===== config.mk =====
export PLATFORM = sky130hd
export DESIGN_NAME = radio_receive_line_parser
export DESIGN_NICKNAME = d
export VERILOG_FILES = /design/src/hw/rtl/rrlp_pkg.sv /design/src/hw/rtl/radio_receive_line_parser.sv /design/src/hw/rtl/rrlp_ctrl.sv /design/src/hw/rtl/rrlp_dpath.sv
export SDC_FILE = /design/constraint.sdc
export NUM_CORES = 2
export LEC_CHECK = 0
export BUFFER_PORTS_ARGS = -buffer_cell sky130_fd_sc_hd__clkbuf_2
export CAP_MARGIN = 20
export CORE_UTILIZATION = 39
export CTS_CLUSTER_SIZE = 28
export DETAILED_ROUTE_END_ITERATION = 6
export PLACE_DENSITY = 0.65
export SYNTH_ARGS = -nofsm -noshare
export SYNTH_HDL_FRONTEND = slang
export SYNTH_SLANG_ARGS = --single-unit

===== constraint.sdc =====
create_clock -name clk -period 15.76 [get_ports clk]
set_input_delay 0.788 -clock clk [delete_from_list [all_inputs] [get_ports clk]]
set_output_delay 0.788 -clock clk [all_outputs]
set_load 0.005 [all_outputs]

===== src/hw/rtl/rrlp_pkg.sv =====
package rrlp_pkg;

    localparam int LINE_MAX_DEF = 128;
    localparam int TEXT_MAX_DEF = 64;
    localparam int PREFIX_LEN   = 5;

    localparam logic [7:0] CHAR_CR    = 8'h0D;
    localparam logic [7:0] CHAR_LF    = 8'h0A;
    localparam logic [7:0] CHAR_COMMA = 8'h2C;
    localparam logic [7:0] CHAR_PLUS  = 8'h2B;
    localparam logic [7:0] CHAR_MINUS = 8'h2D;
    localparam logic [7:0] CHAR_SPACE = 8'h20;
    localparam logic [7:0] CHECK_BASE = 8'hFF;

    // Field numbers of a +RCV= line.
    localparam logic [2:0] FLD_ADDR    = 3'd0;
    localparam logic [2:0] FLD_LEN     = 3'd1;
    localparam logic [2:0] FLD_PAYLOAD = 3'd2;
    localparam logic [2:0] FLD_SNR     = 3'd3;
    localparam logic [2:0] FLD_RSSI    = 3'd4;
    localparam logic [2:0] FLD_DONE    = 3'd5;

    typedef enum logic [1:0] {
        ST_OK        = 2'd0,
        ST_CHECK     = 2'd1,
        ST_MALFORMED = 2'd2,
        ST_OVERFLOW  = 2'd3
    } status_t;

    typedef enum logic [1:0] {
        OUT_OVERFLOW = 2'd0,
        OUT_SUMMARY  = 2'd1,
        OUT_TEXT     = 2'd2
    } out_sel_t;

    typedef enum logic [1:0] {
        P_BLANK  = 2'd0,
        P_DIGITS = 2'd1,
        P_DONE   = 2'd2
    } num_phase_t;

    // Decimal number scanner state: magnitude saturates at 65536, and the
    // low byte is kept modulo 256 alongside it.
    typedef struct packed {
        num_phase_t  phase;
        logic        neg;
        logic [16:0] mag;
        logic [7:0]  modv;
    } num_t;

    localparam num_t NUM_INIT = '{phase: P_BLANK, neg: 1'b0, mag: 17'd0, modv: 8'd0};

    typedef struct packed {
        logic     store;
        logic     line_clear;
        logic     scan_start;
        logic     scan_step;
        logic     emit_start;
        logic     emit_read;
        logic     out_load;
        out_sel_t out_sel;
    } cmd_t;

    typedef struct packed {
        logic is_term;
        logic overflow;
        logic prefix_ok;
        logic scan_end;
        logic emit_text;
        logic emit_last;
        logic out_free;
    } stat_t;

    typedef struct packed {
        status_t     status;
        logic [15:0] addr;
        logic [15:0] id;
        logic [7:0]  snr;
        logic [8:0]  rssi;
        logic        is_ack;
        logic [15:0] acked;
        logic [7:0]  text;
        logic        byte_valid;
        logic        last;
    } res_t;

    function automatic logic [7:0] rcv_char(logic [2:0] idx);
        logic [7:0] r;
        case (idx)
            3'd0:    r = 8'h2B;
            3'd1:    r = 8'h52;
            3'd2:    r = 8'h43;
            3'd3:    r = 8'h56;
            default: r = 8'h3D;
        endcase
        return r;
    endfunction

    function automatic logic [7:0] ack_char(logic [1:0] idx);
        logic [7:0] r;
        case (idx)
            2'd0:    r = 8'h41;
            2'd1:    r = 8'h43;
            2'd2:    r = 8'h4B;
            default: r = 8'h3A;
        endcase
        return r;
    endfunction

    function automatic num_t num_step(num_t s, logic [7:0] c);
        num_t        r;
        logic [3:0]  d;
        logic        digit;
        logic        blank;
        logic [19:0] prod;
        logic [7:0]  prodm;
        r     = s;
        d     = c[3:0];
        digit = (c >= 8'h30) && (c <= 8'h39);
        blank = (c == CHAR_SPACE) || ((c >= 8'h09) && (c <= 8'h0D));
        prod  = {s.mag, 3'b000} + {2'b00, s.mag, 1'b0} + {16'd0, d};
        prodm = {s.modv[4:0], 3'b000} + {s.modv[6:0], 1'b0} + {4'd0, d};
        case (s.phase)
            P_BLANK:
            begin
                if (blank)
                begin
                    r.phase = P_BLANK;
                end
                else if ((c == CHAR_PLUS) || (c == CHAR_MINUS))
                begin
                    r.neg   = (c == CHAR_MINUS);
                    r.phase = P_DIGITS;
                end
                else if (digit)
                begin
                    r.mag   = (prod > 20'd65536) ? 17'd65536 : prod[16:0];
                    r.modv  = prodm;
                    r.phase = P_DIGITS;
                end
                else
                begin
                    r.phase = P_DONE;
                end
            end
            P_DIGITS:
            begin
                if (digit)
                begin
                    r.mag  = (prod > 20'd65536) ? 17'd65536 : prod[16:0];
                    r.modv = prodm;
                end
                else
                begin
                    r.phase = P_DONE;
                end
            end
            default:
            begin
                r = s;
            end
        endcase
        return r;
    endfunction

    function automatic logic [15:0] clamp_u16(num_t s);
        logic [15:0] r;
        if (s.neg)
            r = 16'd0;
        else if (s.mag[16])
            r = 16'hFFFF;
        else
            r = s.mag[15:0];
        return r;
    endfunction

    function automatic logic [7:0] clamp_u8(num_t s);
        logic [7:0] r;
        if (s.neg)
            r = 8'd0;
        else if (s.mag > 17'd255)
            r = 8'hFF;
        else
            r = s.mag[7:0];
        return r;
    endfunction

    function automatic logic [7:0] clamp_snr(num_t s);
        logic [7:0] r;
        if (s.neg)
            r = (s.mag > 17'd128) ? 8'h80 : 8'(17'd0 - s.mag);
        else
            r = (s.mag > 17'd127) ? 8'h7F : s.mag[7:0];
        return r;
    endfunction

    function automatic logic [8:0] clamp_rssi(num_t s);
        logic [8:0] r;
        if (s.neg)
            r = (s.mag > 17'd256) ? 9'h100 : 9'(17'd0 - s.mag);
        else
            r = (s.mag > 17'd255) ? 9'h0FF : s.mag[8:0];
        return r;
    endfunction

    function automatic logic [7:0] num_mod(num_t s);
        return s.neg ? (8'd0 - s.modv) : s.modv;
    endfunction

endpackage


===== src/hw/rtl/radio_receive_line_parser.sv =====
// Channel | Direction | Beat contents
// s_*     | in        | tdata[7:0] rx_byte
// m_*     | out       | tdata: address, id, snr, rssi, ack flag, acked id, text byte;
//         |           | tuser: status, byte_valid; tlast: last beat of the run
//
// An ordinary received byte is taken and written to the line store.
// A CR or LF on a +RCV= line starts a scan of the stored line through the single
// store read port, with a read state and a process state for each byte from the
// sixth on and for the closing position, then sends either one summary beat or
// one result beat per text byte, each byte read back from the same port.
// Reset clears the line fill count, the sticky address, snr and rssi and the
// output valid flag; the line store itself needs no clearing pass.
// A stall on m_tready holds the output register and the states that load it;
// ordinary bytes flow in while a result waits, but not during a scan, run or overflow.
module radio_receive_line_parser #(
    parameter int LINE_MAX = rrlp_pkg::LINE_MAX_DEF,
    parameter int TEXT_MAX = rrlp_pkg::TEXT_MAX_DEF
) (
    input  logic        clk,
    input  logic        rst_n,
    input  logic        s_tvalid,
    output logic        s_tready,
    input  logic [7:0]  s_tdata,   // [7:0] rx_byte
    output logic        m_tvalid,
    input  logic        m_tready,
    // [15:0] sender_address, [31:16] message_id, [39:32] link_snr,
    // [48:40] link_rssi, [49] is_ack, [65:50] acked_id, [73:66] text_byte
    output logic [79:0] m_tdata,
    output logic [7:0]  m_tuser,   // [1:0] status, [2] byte_valid
    output logic        m_tlast
);
    import rrlp_pkg::*;

    cmd_t  cmd;
    stat_t stat;

    // The controller sequences storing, the end-of-line scan and the result
    // run; the datapath holds the line store, the number scanners and the
    // output register.
    rrlp_ctrl u_ctrl (
        .clk      (clk),
        .rst_n    (rst_n),
        .s_tvalid (s_tvalid),
        .s_tready (s_tready),
        .stat     (stat),
        .cmd      (cmd)
    );

    rrlp_dpath #(
        .LINE_MAX (LINE_MAX),
        .TEXT_MAX (TEXT_MAX)
    ) u_dpath (
        .clk      (clk),
        .rst_n    (rst_n),
        .in_data  (s_tdata),
        .cmd      (cmd),
        .stat     (stat),
        .m_tready (m_tready),
        .m_tvalid (m_tvalid),
        .m_tdata  (m_tdata),
        .m_tuser  (m_tuser),
        .m_tlast  (m_tlast)
    );

endmodule


===== src/hw/rtl/rrlp_ctrl.sv =====
module rrlp_ctrl (
    input  logic            clk,
    input  logic            rst_n,
    input  logic            s_tvalid,
    output logic            s_tready,
    input  rrlp_pkg::stat_t stat,
    output rrlp_pkg::cmd_t  cmd
);
    import rrlp_pkg::*;

    typedef enum logic [7:0] {
        S_IDLE      = 8'b0000_0001,
        S_OVF       = 8'b0000_0010,
        S_SCAN_RD   = 8'b0000_0100,
        S_SCAN_PROC = 8'b0000_1000,
        S_DECIDE    = 8'b0001_0000,
        S_SUMMARY   = 8'b0010_0000,
        S_TEXT_RD   = 8'b0100_0000,
        S_TEXT_OUT  = 8'b1000_0000
    } state_t;

    state_t state_reg;
    state_t state_next;

    always_comb
    begin
        state_next  = state_reg;
        cmd         = '0;
        cmd.out_sel = OUT_TEXT;
        unique case (state_reg)
            S_IDLE:
            begin
                if (s_tvalid)
                begin
                    if (stat.is_term)
                    begin
                        if (stat.prefix_ok)
                        begin
                            cmd.scan_start = 1'b1;
                            state_next     = S_SCAN_RD;
                        end
                        else
                        begin
                            cmd.line_clear = 1'b1;
                        end
                    end
                    else if (stat.overflow)
                    begin
                        cmd.line_clear = 1'b1;
                        state_next     = S_OVF;
                    end
                    else
                    begin
                        cmd.store = 1'b1;
                    end
                end
            end
            S_OVF:
            begin
                if (stat.out_free)
                begin
                    cmd.out_load = 1'b1;
                    cmd.out_sel  = OUT_OVERFLOW;
                    state_next   = S_IDLE;
                end
            end
            S_SCAN_RD:
            begin
                state_next = S_SCAN_PROC;
            end
            S_SCAN_PROC:
            begin
                cmd.scan_step = 1'b1;
                state_next    = stat.scan_end ? S_DECIDE : S_SCAN_RD;
            end
            S_DECIDE:
            begin
                if (stat.emit_text)
                begin
                    cmd.emit_start = 1'b1;
                    state_next     = S_TEXT_RD;
                end
                else
                begin
                    state_next = S_SUMMARY;
                end
            end
            S_SUMMARY:
            begin
                if (stat.out_free)
                begin
                    cmd.out_load   = 1'b1;
                    cmd.out_sel    = OUT_SUMMARY;
                    cmd.line_clear = 1'b1;
                    state_next     = S_IDLE;
                end
            end
            S_TEXT_RD:
            begin
                cmd.emit_read = 1'b1;
                state_next    = S_TEXT_OUT;
            end
            S_TEXT_OUT:
            begin
                cmd.emit_read = 1'b1;
                if (stat.out_free)
                begin
                    cmd.out_load = 1'b1;
                    if (stat.emit_last)
                    begin
                        cmd.line_clear = 1'b1;
                        state_next     = S_IDLE;
                    end
                    else
                    begin
                        state_next = S_TEXT_RD;
                    end
                end
            end
            default:
            begin
                state_next = S_IDLE;
            end
        endcase
    end

    always_ff @(posedge clk or negedge rst_n)
    begin
        if (!rst_n)
            state_reg <= S_IDLE;
        else
            state_reg <= state_next;
    end

    assign s_tready = (state_reg == S_IDLE);

endmodule


===== src/hw/rtl/rrlp_dpath.sv =====
module rrlp_dpath #(
    parameter int LINE_MAX = rrlp_pkg::LINE_MAX_DEF,
    parameter int TEXT_MAX = rrlp_pkg::TEXT_MAX_DEF
) (
    input  logic            clk,
    input  logic            rst_n,
    input  logic [7:0]      in_data,
    input  rrlp_pkg::cmd_t  cmd,
    output rrlp_pkg::stat_t stat,
    input  logic            m_tready,
    output logic            m_tvalid,
    output logic [79:0]     m_tdata,
    output logic [7:0]      m_tuser,
    output logic            m_tlast
);
    import rrlp_pkg::*;

    localparam int AW = $clog2(LINE_MAX);
    localparam int PW = $clog2(LINE_MAX + 1);
    localparam int KW = $clog2(TEXT_MAX + 1);

    logic [7:0] mem [LINE_MAX];
    logic [7:0] rdata_reg;
    logic [PW-1:0] rd_addr;

    logic [PW-1:0] count_reg, count_next;
    logic [2:0]    prefix_reg, prefix_next;
    logic [PW-1:0] pos_reg, pos_next;
    logic [2:0]    fidx_reg, fidx_next;
    logic [PW-1:0] ms_reg, ms_next;
    logic [7:0]    len_reg, len_next;
    num_t          num_reg, num_next;
    num_t          ack_num_reg, ack_num_next;
    logic          ack_ok_reg, ack_ok_next;
    logic [7:0]    sum_reg, sum_next;
    logic          lp_valid_reg, lp_valid_next;
    logic [PW-1:0] lp_reg, lp_next;
    logic          q_valid_reg, q_valid_next;
    logic [PW-1:0] q_reg, q_next;
    logic [7:0]    sum_lp_reg, sum_lp_next;
    logic [15:0]   seg_lp_reg, seg_lp_next;
    status_t       res_status_reg, res_status_next;
    logic [15:0]   id_reg, id_next;
    logic          is_ack_reg, is_ack_next;
    logic [15:0]   acked_reg, acked_next;
    logic [PW-1:0] tl_reg, tl_next;
    logic [15:0]   addr_reg, addr_next;
    logic [7:0]    snr_reg, snr_next;
    logic [8:0]    rssi_reg, rssi_next;
    logic [KW-1:0] k_reg, k_next;
    logic          out_valid_reg, out_valid_next;
    res_t          out_reg, out_next;

    logic [7:0]    ch;
    logic          is_comma;
    logic [PW-1:0] offset;
    logic          pay_end;
    logic [7:0]    sum_comma;
    logic          check_ok;
    logic          text_too_long;
    logic          ack_hit;

    // Positions at or past the fill count read as a comma, which closes
    // the final field.
    assign ch            = (pos_reg < count_reg) ? rdata_reg : CHAR_COMMA;
    assign is_comma      = (ch == CHAR_COMMA);
    assign offset        = pos_reg - ms_reg;
    assign pay_end       = is_comma && (16'(offset) >= 16'(len_reg));
    assign sum_comma     = CHAR_COMMA + sum_lp_reg;
    assign check_ok      = ((CHECK_BASE - sum_comma) == num_mod(num_reg));
    assign text_too_long = 16'(tl_reg) > 16'(TEXT_MAX);
    assign ack_hit       = (16'(q_reg - ms_reg) >= 16'd4) && ack_ok_reg;

    assign rd_addr = cmd.emit_read ? (ms_reg + PW'(k_reg)) : pos_reg;

    always_ff @(posedge clk)
    begin
        if (cmd.store)
            mem[count_reg[AW-1:0]] <= in_data;
        rdata_reg <= mem[rd_addr[AW-1:0]];
    end

    always_comb
    begin
        count_next      = count_reg;
        prefix_next     = prefix_reg;
        pos_next        = pos_reg;
        fidx_next       = fidx_reg;
        ms_next         = ms_reg;
        len_next        = len_reg;
        num_next        = num_reg;
        ack_num_next    = ack_num_reg;
        ack_ok_next     = ack_ok_reg;
        sum_next        = sum_reg;
        lp_valid_next   = lp_valid_reg;
        lp_next         = lp_reg;
        q_valid_next    = q_valid_reg;
        q_next          = q_reg;
        sum_lp_next     = sum_lp_reg;
        seg_lp_next     = seg_lp_reg;
        res_status_next = res_status_reg;
        id_next         = id_reg;
        is_ack_next     = is_ack_reg;
        acked_next      = acked_reg;
        tl_next         = tl_reg;
        addr_next       = addr_reg;
        snr_next        = snr_reg;
        rssi_next       = rssi_reg;
        k_next          = k_reg;
        out_valid_next  = out_valid_reg;
        out_next        = out_reg;

        if (cmd.store)
        begin
            count_next = count_reg + 1'b1;
            if ((count_reg < PW'(PREFIX_LEN)) && (PW'(prefix_reg) == count_reg) &&
                (in_data == rcv_char(prefix_reg)))
                prefix_next = prefix_reg + 1'b1;
        end

        if (cmd.line_clear)
        begin
            count_next  = '0;
            prefix_next = '0;
        end

        if (cmd.scan_start)
        begin
            pos_next        = PW'(PREFIX_LEN);
            fidx_next       = FLD_ADDR;
            num_next        = NUM_INIT;
            res_status_next = ST_MALFORMED;
            id_next         = '0;
            is_ack_next     = 1'b0;
            acked_next      = '0;
            tl_next         = '0;
        end

        if (cmd.scan_step)
        begin
            pos_next = pos_reg + 1'b1;
            case (fidx_reg)
                FLD_ADDR:
                begin
                    if (is_comma)
                    begin
                        addr_next = clamp_u16(num_reg);
                        fidx_next = FLD_LEN;
                        num_next  = NUM_INIT;
                    end
                    else
                        num_next = num_step(num_reg, ch);
                end
                FLD_LEN:
                begin
                    if (is_comma)
                    begin
                        len_next      = clamp_u8(num_reg);
                        fidx_next     = FLD_PAYLOAD;
                        ms_next       = pos_reg + 1'b1;
                        num_next      = NUM_INIT;
                        sum_next      = '0;
                        lp_valid_next = 1'b0;
                        q_valid_next  = 1'b0;
                        ack_ok_next   = 1'b1;
                        ack_num_next  = NUM_INIT;
                    end
                    else
                        num_next = num_step(num_reg, ch);
                end
                FLD_PAYLOAD:
                begin
                    if (pay_end)
                    begin
                        // The last comma before the end splits off the check,
                        // the one before it splits the text from the id.
                        fidx_next = FLD_SNR;
                        num_next  = NUM_INIT;
                        if (lp_valid_reg)
                        begin
                            if (!check_ok)
                                res_status_next = ST_CHECK;
                            else if (q_valid_reg)
                            begin
                                res_status_next = ST_OK;
                                id_next         = seg_lp_reg;
                                tl_next         = q_reg - ms_reg;
                                is_ack_next     = ack_hit;
                                acked_next      = ack_hit ? clamp_u16(ack_num_reg) : 16'd0;
                            end
                        end
                    end
                    else
                    begin
                        sum_next = sum_reg + ch;
                        if (16'(offset) < 16'd4)
                        begin
                            if (ch != ack_char(offset[1:0]))
                                ack_ok_next = 1'b0;
                        end
                        else
                            ack_num_next = num_step(ack_num_reg, ch);
                        if (is_comma)
                        begin
                            q_next        = lp_reg;
                            q_valid_next  = lp_valid_reg;
                            lp_next       = pos_reg;
                            lp_valid_next = 1'b1;
                            sum_lp_next   = sum_reg;
                            seg_lp_next   = clamp_u16(num_reg);
                            num_next      = NUM_INIT;
                        end
                        else
                            num_next = num_step(num_reg, ch);
                    end
                end
                FLD_SNR:
                begin
                    if (is_comma)
                    begin
                        snr_next  = clamp_snr(num_reg);
                        fidx_next = FLD_RSSI;
                        num_next  = NUM_INIT;
                    end
                    else
                        num_next = num_step(num_reg, ch);
                end
                FLD_RSSI:
                begin
                    if (is_comma)
                    begin
                        rssi_next = clamp_rssi(num_reg);
                        fidx_next = FLD_DONE;
                    end
                    else
                        num_next = num_step(num_reg, ch);
                end
                default:
                begin
                    fidx_next = fidx_reg;
                end
            endcase
        end

        if (cmd.emit_start)
            k_next = '0;

        if (cmd.out_load)
        begin
            out_valid_next      = 1'b1;
            out_next.addr       = addr_reg;
            out_next.snr        = snr_reg;
            out_next.rssi       = rssi_reg;
            out_next.status     = ST_OK;
            out_next.id         = id_reg;
            out_next.is_ack     = is_ack_reg;
            out_next.acked      = acked_reg;
            out_next.text       = 8'd0;
            out_next.byte_valid = 1'b0;
            out_next.last       = 1'b1;
            case (cmd.out_sel)
                OUT_OVERFLOW:
                begin
                    out_next.status = ST_OVERFLOW;
                    out_next.id     = '0;
                    out_next.is_ack = 1'b0;
                    out_next.acked  = '0;
                end
                OUT_SUMMARY:
                begin
                    if (res_status_reg != ST_OK)
                    begin
                        out_next.status = res_status_reg;
                        out_next.id     = '0;
                        out_next.is_ack = 1'b0;
                        out_next.acked  = '0;
                    end
                    else if (text_too_long)
                        out_next.status = ST_OVERFLOW;
                end
                default:
                begin
                    out_next.text       = rdata_reg;
                    out_next.byte_valid = 1'b1;
                    out_next.last       = stat.emit_last;
                    k_next              = k_reg + 1'b1;
                end
            endcase
        end
        else if (m_tready)
            out_valid_next = 1'b0;
    end

    always_ff @(posedge clk or negedge rst_n)
    begin
        if (!rst_n)
        begin
            count_reg     <= '0;
            prefix_reg    <= '0;
            addr_reg      <= '0;
            snr_reg       <= '0;
            rssi_reg      <= '0;
            k_reg         <= '0;
            out_valid_reg <= 1'b0;
        end
        else
        begin
            count_reg     <= count_next;
            prefix_reg    <= prefix_next;
            addr_reg      <= addr_next;
            snr_reg       <= snr_next;
            rssi_reg      <= rssi_next;
            k_reg         <= k_next;
            out_valid_reg <= out_valid_next;
        end
    end

    always_ff @(posedge clk)
    begin
        pos_reg        <= pos_next;
        fidx_reg       <= fidx_next;
        ms_reg         <= ms_next;
        len_reg        <= len_next;
        num_reg        <= num_next;
        ack_num_reg    <= ack_num_next;
        ack_ok_reg     <= ack_ok_next;
        sum_reg        <= sum_next;
        lp_valid_reg   <= lp_valid_next;
        lp_reg         <= lp_next;
        q_valid_reg    <= q_valid_next;
        q_reg          <= q_next;
        sum_lp_reg     <= sum_lp_next;
        seg_lp_reg     <= seg_lp_next;
        res_status_reg <= res_status_next;
        id_reg         <= id_next;
        is_ack_reg     <= is_ack_next;
        acked_reg      <= acked_next;
        tl_reg         <= tl_next;
        out_reg        <= out_next;
    end

    always_comb
    begin
        stat.is_term   = (in_data == CHAR_CR) || (in_data == CHAR_LF);
        stat.overflow  = (count_reg >= PW'(LINE_MAX));
        stat.prefix_ok = (prefix_reg == 3'(PREFIX_LEN));
        stat.scan_end  = (pos_reg == count_reg);
        stat.emit_text = (res_status_reg == ST_OK) && (tl_reg != '0) && !text_too_long;
        stat.emit_last = ((16'(k_reg) + 16'd1) == 16'(tl_reg));
        stat.out_free  = !out_valid_reg || m_tready;
    end

    assign m_tvalid = out_valid_reg;
    assign m_tdata  = {6'd0, out_reg.text, out_reg.acked, out_reg.is_ack, out_reg.rssi,
                       out_reg.snr, out_reg.id, out_reg.addr};
    assign m_tuser  = {5'd0, out_reg.byte_valid, out_reg.status};
    assign m_tlast  = out_reg.last;

    a_store_count: assert property (@(posedge clk) disable iff (!rst_n)
        cmd.store |=> (count_reg == $past(count_reg) + 1'b1))
        else $error("line store count did not advance on a store");

    a_load_free: assert property (@(posedge clk) disable iff (!rst_n)
        cmd.out_load |-> stat.out_free)
        else $error("output register overwritten while a beat waits");

    a_scan_bound: assert property (@(posedge clk) disable iff (!rst_n)
        cmd.scan_step |-> (pos_reg <= count_reg))
        else $error("line scan ran past the stored bytes");

    a_text_ok: assert property (@(posedge clk) disable iff (!rst_n)
        (cmd.out_load && (cmd.out_sel == OUT_TEXT)) |->
        ((res_status_reg == ST_OK) && (16'(k_reg) < 16'(tl_reg))))
        else $error("text beat sent outside a checked text run");

endmodule

# == Word-level counts from Yosys, hierarchy flattened ==
# Memories as Yosys holds them, arrays and structs flattened. A register that Yosys moved wholly into a read port is not among the register bits.
# Cells that the tools add are included.
# classes
n_bitwise,1
reduce_logical,45
eq_ne,52
n_lt_le_gt_ge,17
add_sub_neg,22
muxes,164
# op_table
op,n
2-to-1 mux 16 bit,20
2-to-1 mux 8 bit,30
2-to-1 mux 28 bit,8
2-to-1 mux 25 bit,4
one-hot mux 25 bit (2 select lines),2
one-hot mux 28 bit (3 select lines),1
one-hot mux 28 bit (2 select lines),1
one-hot mux 8 bit (7 select lines),1
2-to-1 mux 26 bit,2
2-to-1 mux 17 bit,3
2-to-1 mux 7 bit,6
adder 20 x 18 -> 20 bit,2
adder 20 x 4 -> 20 bit,2
== test 8 x 6 -> 1 bit (second input constant),5
> comparator 20 x 17 -> 1 bit (second input constant),2
2-to-1 mux 1 bit,39
2-to-1 mux 3 bit,13
> comparator 17 x 8 -> 1 bit (second input constant),2
one-hot mux 17 bit (2 select lines),1
one-hot mux 16 bit (2 select lines),1
2-to-1 mux 2 bit,15
one-hot mux 7 bit (4 select lines),1
2-to-1 mux 9 bit,3
adder 8 bit,3
other kinds (69),134
# totals
regBits,315
wordCells,345
mem_count,1
ram_bits,1024
input_bits,12
output_inout_bits,91
# mem_list
memory,words,width,read_ports,rd_ports_with_merged_regs,wr,line,text
u_dpath.mem,128,8,1,1,1,rrlp_dpath.sv:22,logic [7:0] mem [LINE_MAX];

# == Depth between registers and ports, before layout ==
# depth
ltp_word,13
ltp_mapped,25
depth_no_buf,23

# == By module ==
# From an unflattened synthesis, not the netlist that was laid out.
# hier_totals
cells_unflattened,3587
hier_area_um2,57601.5
# by_module_without_submodules
module,seq_area_each_um2,area_each_um2,instances,cells_per_inst
rrlp_dpath,38917.3,56958.4,1,3514
rrlp_ctrl,201.4,643.1,1,73

# == Worst setup path after synthesis ==
# OpenSTA, ideal clock, no wires.
# synth_path
path_type,register -> register
startpoint,reg u_dpath.pos_reg[0]
endpoint,reg u_dpath.lp_reg[0] (enable)
setup_slack_ns,8.381
stages_incl_launch_ff,17
path_buffers,0
arrival_ns,6.842
period_less_slack_ns,7.379
t_required_ns,15.223
setup_ns,0.537
cell_sequence,edfxtp_1 > inv_1 > ha_1 > inv_1 > fa_1 > nand2_1 > nand2_1 > a21oi_1 > o21ai_0 > a21oi_1 > xnor2_1 > ha_1 > o21a_1 > o21ai_0 > o21ai_0 > or2_2 > nor4_1
# synth_via
elab_chain_len,6
word_cells_on_any_way,8
classes_between,add/sub (1); order compare (2); eq/ne (1); mux (1); bitwise (1); reduce/logical (2)
# synth_lines
element,line,text
start: declaration,rrlp_dpath.sv:28,"logic [PW-1:0] pos_reg, pos_next;"
start signal: assignment,rrlp_dpath.sv:320,pos_reg <= pos_next;
branches (longest 5 deep; another with subtractor 8 bit),--,
AND reduction 4 bit (no source line) *,--,
end signal: assignment,rrlp_dpath.sv:329,lp_reg <= lp_next;
end: declaration,rrlp_dpath.sv:37,"logic [PW-1:0] lp_reg, lp_next;"
# Mark *: on every way between the ends.
# A chain may end at the register's enable or synchronous reset.

==> summary.txt <==
DETAILED ROUTING
--------------------------------------------------------------------------------------------------
Via-per-instance ratio ..............................................................         5.54
TritonRoute pass-1 iters ............................................................            6
Drt wl/cell .........................................................................      21.7 um
Detailed-route via count ............................................................        38400
Violation count after the first detailed-routing iteration ..........................         4299
Final ANT Viol Nets .................................................................            0
Wire length reported by the detailed router .........................................    150000 um
Number of remaining DRC errors ......................................................            0

WORST SETUP PATH
--------------------------------------------------------------------------------------------------
Slowest stage cell, crit path ....................................................... sky130_fd_sc_hd__edfxtp_1
Delay contributed by the slowest stage of the critical path .........................      0.58 ns
Capturing element type of the critical path .........................................         flop
Type of the setup path with the least slack .........................................      reg2reg
Data arrival, critical path .........................................................      6.81 ns
Required @ worst endpoint ...........................................................     16.46 ns
Critical Path Fanout Max ............................................................           11
Startpoint of the worst setup timing path ........................................... u_dpath.pos_reg[1]
CP top delay family ................................................................. compound AO/OA/AOI/OAI gates
Crit Reg-Reg Startpoint ............................................................. u_dpath.pos_reg[1]
Kind of start point of the critical path ............................................         flop
Cells traversed along the worst timing path ......................................... ha_1, nor2b_1, o21a_1, o21a_1, o21bai_1, and2_1, nand2b_1, inv_1, fa_1, inv_1, ha_1, a21o_1, a221oi_1, nor2_1, o311ai_1, a31oi_1, or4_1, a32oi_1, o211a_1, and3_1, a22o_1
Buffering stage count on the worst path with inverters included .....................            2

GRT
--------------------------------------------------------------------------------------------------
Initial antenna violation count .....................................................            2
Wire length of the first global-routing pass ........................................    227000 um
Total overflow reported by the global router ........................................            0
Number of global-route vias before repair ...........................................        36500
Maximum number of pins on one net before global-route repair ........................          171
Aggregate global-route resource usage ...............................................        0.197

FLOORPLANNING
--------------------------------------------------------------------------------------------------
Initial cell density of the core ....................................................        0.393
Width of the chip ...................................................................       388 um
Height of the chip ..................................................................       388 um
Area of the core region .............................................................  148000 um^2
Site row count ......................................................................          141
Die Outline Area ....................................................................  150000 um^2
I/O pins ............................................................................          103

LAYOUT
--------------------------------------------------------------------------------------------------
Finished Core Util ..................................................................        0.440
Proportion of layout cells with a drive suffix above 1 ..............................       0.0815
Seq. cell area ......................................................................   39100 um^2
Commonest cells after routing, fill and taps aside .................................. sky130_fd_sc_hd__edfxtp_1 (1200), sky130_fd_sc_hd__nand2_1 (1052), sky130_fd_sc_hd__nand3_1 (454), sky130_fd_sc_hd__nor2_1 (287), sky130_fd_sc_hd__a21oi_1 (157)
Leading cell type in the layout, fill and taps excluded ............................. sky130_fd_sc_hd__edfxtp_1
Flip-flop count of the largest register after layout ................................         1024
Filler cell count in the final layout ...............................................        13100
Relative area change from synthesis to final layout .................................        12.0%
Combined area of the multi-input logic cells ........................................   17500 um^2
Final cell area excluding filler cells ..............................................   65000 um^2
Post-layout net count ...............................................................         5040
Number of inserted diodes ...........................................................            0

RUN
--------------------------------------------------------------------------------------------------
Max-capacitance violation count .....................................................            0

CLOCK NETWORK
--------------------------------------------------------------------------------------------------
Clock buffer depth ..................................................................            3
Setup fix buffers added after clock tree synthesis ..................................            0
Latest clock arrival within the worst-skew pair .....................................      0.78 ns
CTS tree ............................................................................        built
Clock sink count ....................................................................         1339
Clock transition time at the flip-flop clock pins of the worst setup and hold paths .      0.06 ns
Inserted Clock Buffers ..............................................................          143
Number of levels in the clock H-tree ................................................            4
Number of buffers inserted for hold repair after clock tree synthesis ...............            0
Clk root buf ........................................................................ sky130_fd_sc_hd__clkbuf_16
Cts repair resizes ..................................................................            0

TIMING
--------------------------------------------------------------------------------------------------
Max-slew violations .................................................................            0
RSZ-0062 raised after global routing ................................................           no
Worst hold slack ....................................................................     0.205 ns
Sum of negative setup slack .........................................................         0 ns
Hold violation total from the final report ..........................................            0
Rel. slew slack .....................................................................        0.174
Max frequency .......................................................................    0.164 GHz
Transition time at the pin with the least slew margin ...............................      1.21 ns
Endpoints failing setup .............................................................            0
Clock skew after layout .............................................................    0.0315 ns
Final critical-path share of the clock period .......................................        0.388
Final Critical Period ...............................................................      6.11 ns

SYNTHESIS
--------------------------------------------------------------------------------------------------
Top cells by area in the synthesized netlist ........................................ sky130_fd_sc_hd__edfxtp_1 (62%), sky130_fd_sc_hd__nand2_1 (6.8%), sky130_fd_sc_hd__nand3_1 (3.9%), sky130_fd_sc_hd__ha_1 (2.9%), sky130_fd_sc_hd__dfxtp_1 (2.7%)
Number of warnings reported in the yosys synthesis log ..............................            0
Cell count after synthesis ..........................................................         4839
Proportion of register bits with asynchronous set or reset after synthesis ..........       0.0448
Post-synth design cell area .........................................................   58000 um^2
Synthesized flop and latch total ....................................................         1339
Flip-flop cell with the highest count after synthesis ............................... sky130_fd_sc_hd__edfxtp_1
Largest area contributor in the netlist ............................................. sky130_fd_sc_hd__edfxtp_1
EDFF count, synth ...................................................................         1200
Yosys cell types ....................................................................           81
Synth Area per Inst .................................................................    12.0 um^2
Sequential element share of the synthesized area ....................................        0.674
Proportion of netlist area held by the largest area contributor .....................        0.621

RUN STATUS
--------------------------------------------------------------------------------------------------
Run status .......................................................................... finished clean

POWER
--------------------------------------------------------------------------------------------------
Peak ir drop on the vdd network .....................................................    0.0990 mV
Static leakage power ................................................................      22.8 nW
P per Cell Area .....................................................................  119 nW/um^2

PLACED DESIGN
--------------------------------------------------------------------------------------------------
Total placed instance area ..........................................................   60500 um^2
Port buffer count ...................................................................           91
Dpl hpwl ............................................................................     93200 um
Gp weighted congestion ..............................................................        0.880

WORST HOLD PATH
--------------------------------------------------------------------------------------------------
Hold WC Path Type ...................................................................     in2async

## where the power goes
group / switching (mW) / leakage [nW] / internal, mW
clock network: 1.38 / 2.18 / 1.85
logic: 0.328 / 8.35 / 0.124
registers: 0.0465 / 12.3 / 3.97
total: 1.76 / 22.8 / 5.95
## worst paths after layout
kind,end,slack (ns),depth (start not counted)
max,u_dpath.num_reg[9],9.65,21
max in group asynchronous,u_dpath.count_reg[3],14.93,2
min reg2reg,u_dpath.q_reg[5],0.42,0
min,u_dpath.addr_reg[11],0.21,2
min in group clk,u_dpath.mem[119][1],0.39,1
max reg2reg,u_dpath.num_reg[9],9.65,21
## cell type report
class | count | share of cell area
clock buffer | 194 | 0.0604
clock inverter | 63 | 0.00893
inverter | 94 | 0.00543
multi-input combinational | 3142 | 0.269
sequential | 1339 | 0.602
tap | 1930 | 0.0371
timing repair buffer | 163 | 0.0169
## Yosys cell counts (29+ instances only)
master                        n
sky130_fd_sc_hd__edfxtp_1  1200
sky130_fd_sc_hd__nand2_1   1053
sky130_fd_sc_hd__nand3_1    457
sky130_fd_sc_hd__nor2_1     292
sky130_fd_sc_hd__a21oi_1    157
sky130_fd_sc_hd__clkbuf_1   153
sky130_fd_sc_hd__ha_1       135
sky130_fd_sc_hd__o21ai_0    109
sky130_fd_sc_hd__inv_1       94
sky130_fd_sc_hd__a211oi_1    87
sky130_fd_sc_hd__a31oi_1     87
sky130_fd_sc_hd__nor2b_1     84
sky130_fd_sc_hd__dfxtp_1     79
sky130_fd_sc_hd__xnor2_1     79
sky130_fd_sc_hd__buf_2       76
sky130_fd_sc_hd__dfrtp_1     59
sky130_fd_sc_hd__nor3_1      56
sky130_fd_sc_hd__and2_1      55
sky130_fd_sc_hd__nor4_1      41
sky130_fd_sc_hd__a311oi_1    38
sky130_fd_sc_hd__a21o_1      35
sky130_fd_sc_hd__mux2i_1     32
sky130_fd_sc_hd__and3_1      29
sky130_fd_sc_hd__xor2_1      29
## per-stage QoR
step / setup WS, ns / instances / power, mW
detailed placement: 9.71 / 6665 / 4.53
global placement: 9.70 / 6665 / 4.53
CTS: 9.68 / 6922 / 7.75
global route: 9.23 / 6925 / 7.92
floorplan: 8.38 / 4849 / 4.31
finish: 9.65 / 6925 / 7.70
## routing by layer
| metal | global-route usage | routed length (um) | up-vias |
|---|---|---|---|
| li1 | - | - | 17700 |
| met1 | 0.274 | 63800 | 18800 |
| met2 | 0.308 | 69700 | 1637 |
| met3 | 0.0362 | 12500 | 281 |
| met4 | 0.0684 | 4510 | 2 |
| met5 | 0 | 11 | - |
## worst register-to-register path, delay by kind of cell (launching register included)
| family | cells | cell delay [ns] |
|---|---|---|
| AOI/OAI and AO/OA | 10 | 2.63 |
| and+or+nand+nor | 6 | 1.46 |
| adders and majority gates | 3 | 1.11 |
| DFF | 1 | 0.58 |
| buffers and inverters | 2 | 0.27 |
## logic make-up after synthesis
| kind of cell | synth area share |
|---|---|
| other | 0.0000646 |
| buffers and inverters | 0.0265 |
| AOI/OAI and AO/OA | 0.0760 |
| adders and majority gates | 0.0326 |
| xor gates and xnor gates | 0.0163 |
| muxes | 0.00960 |
| DFF | 0.674 |
| and+or+nand+nor | 0.165 |
No activity file was read; power rests on OpenSTA's default activity.
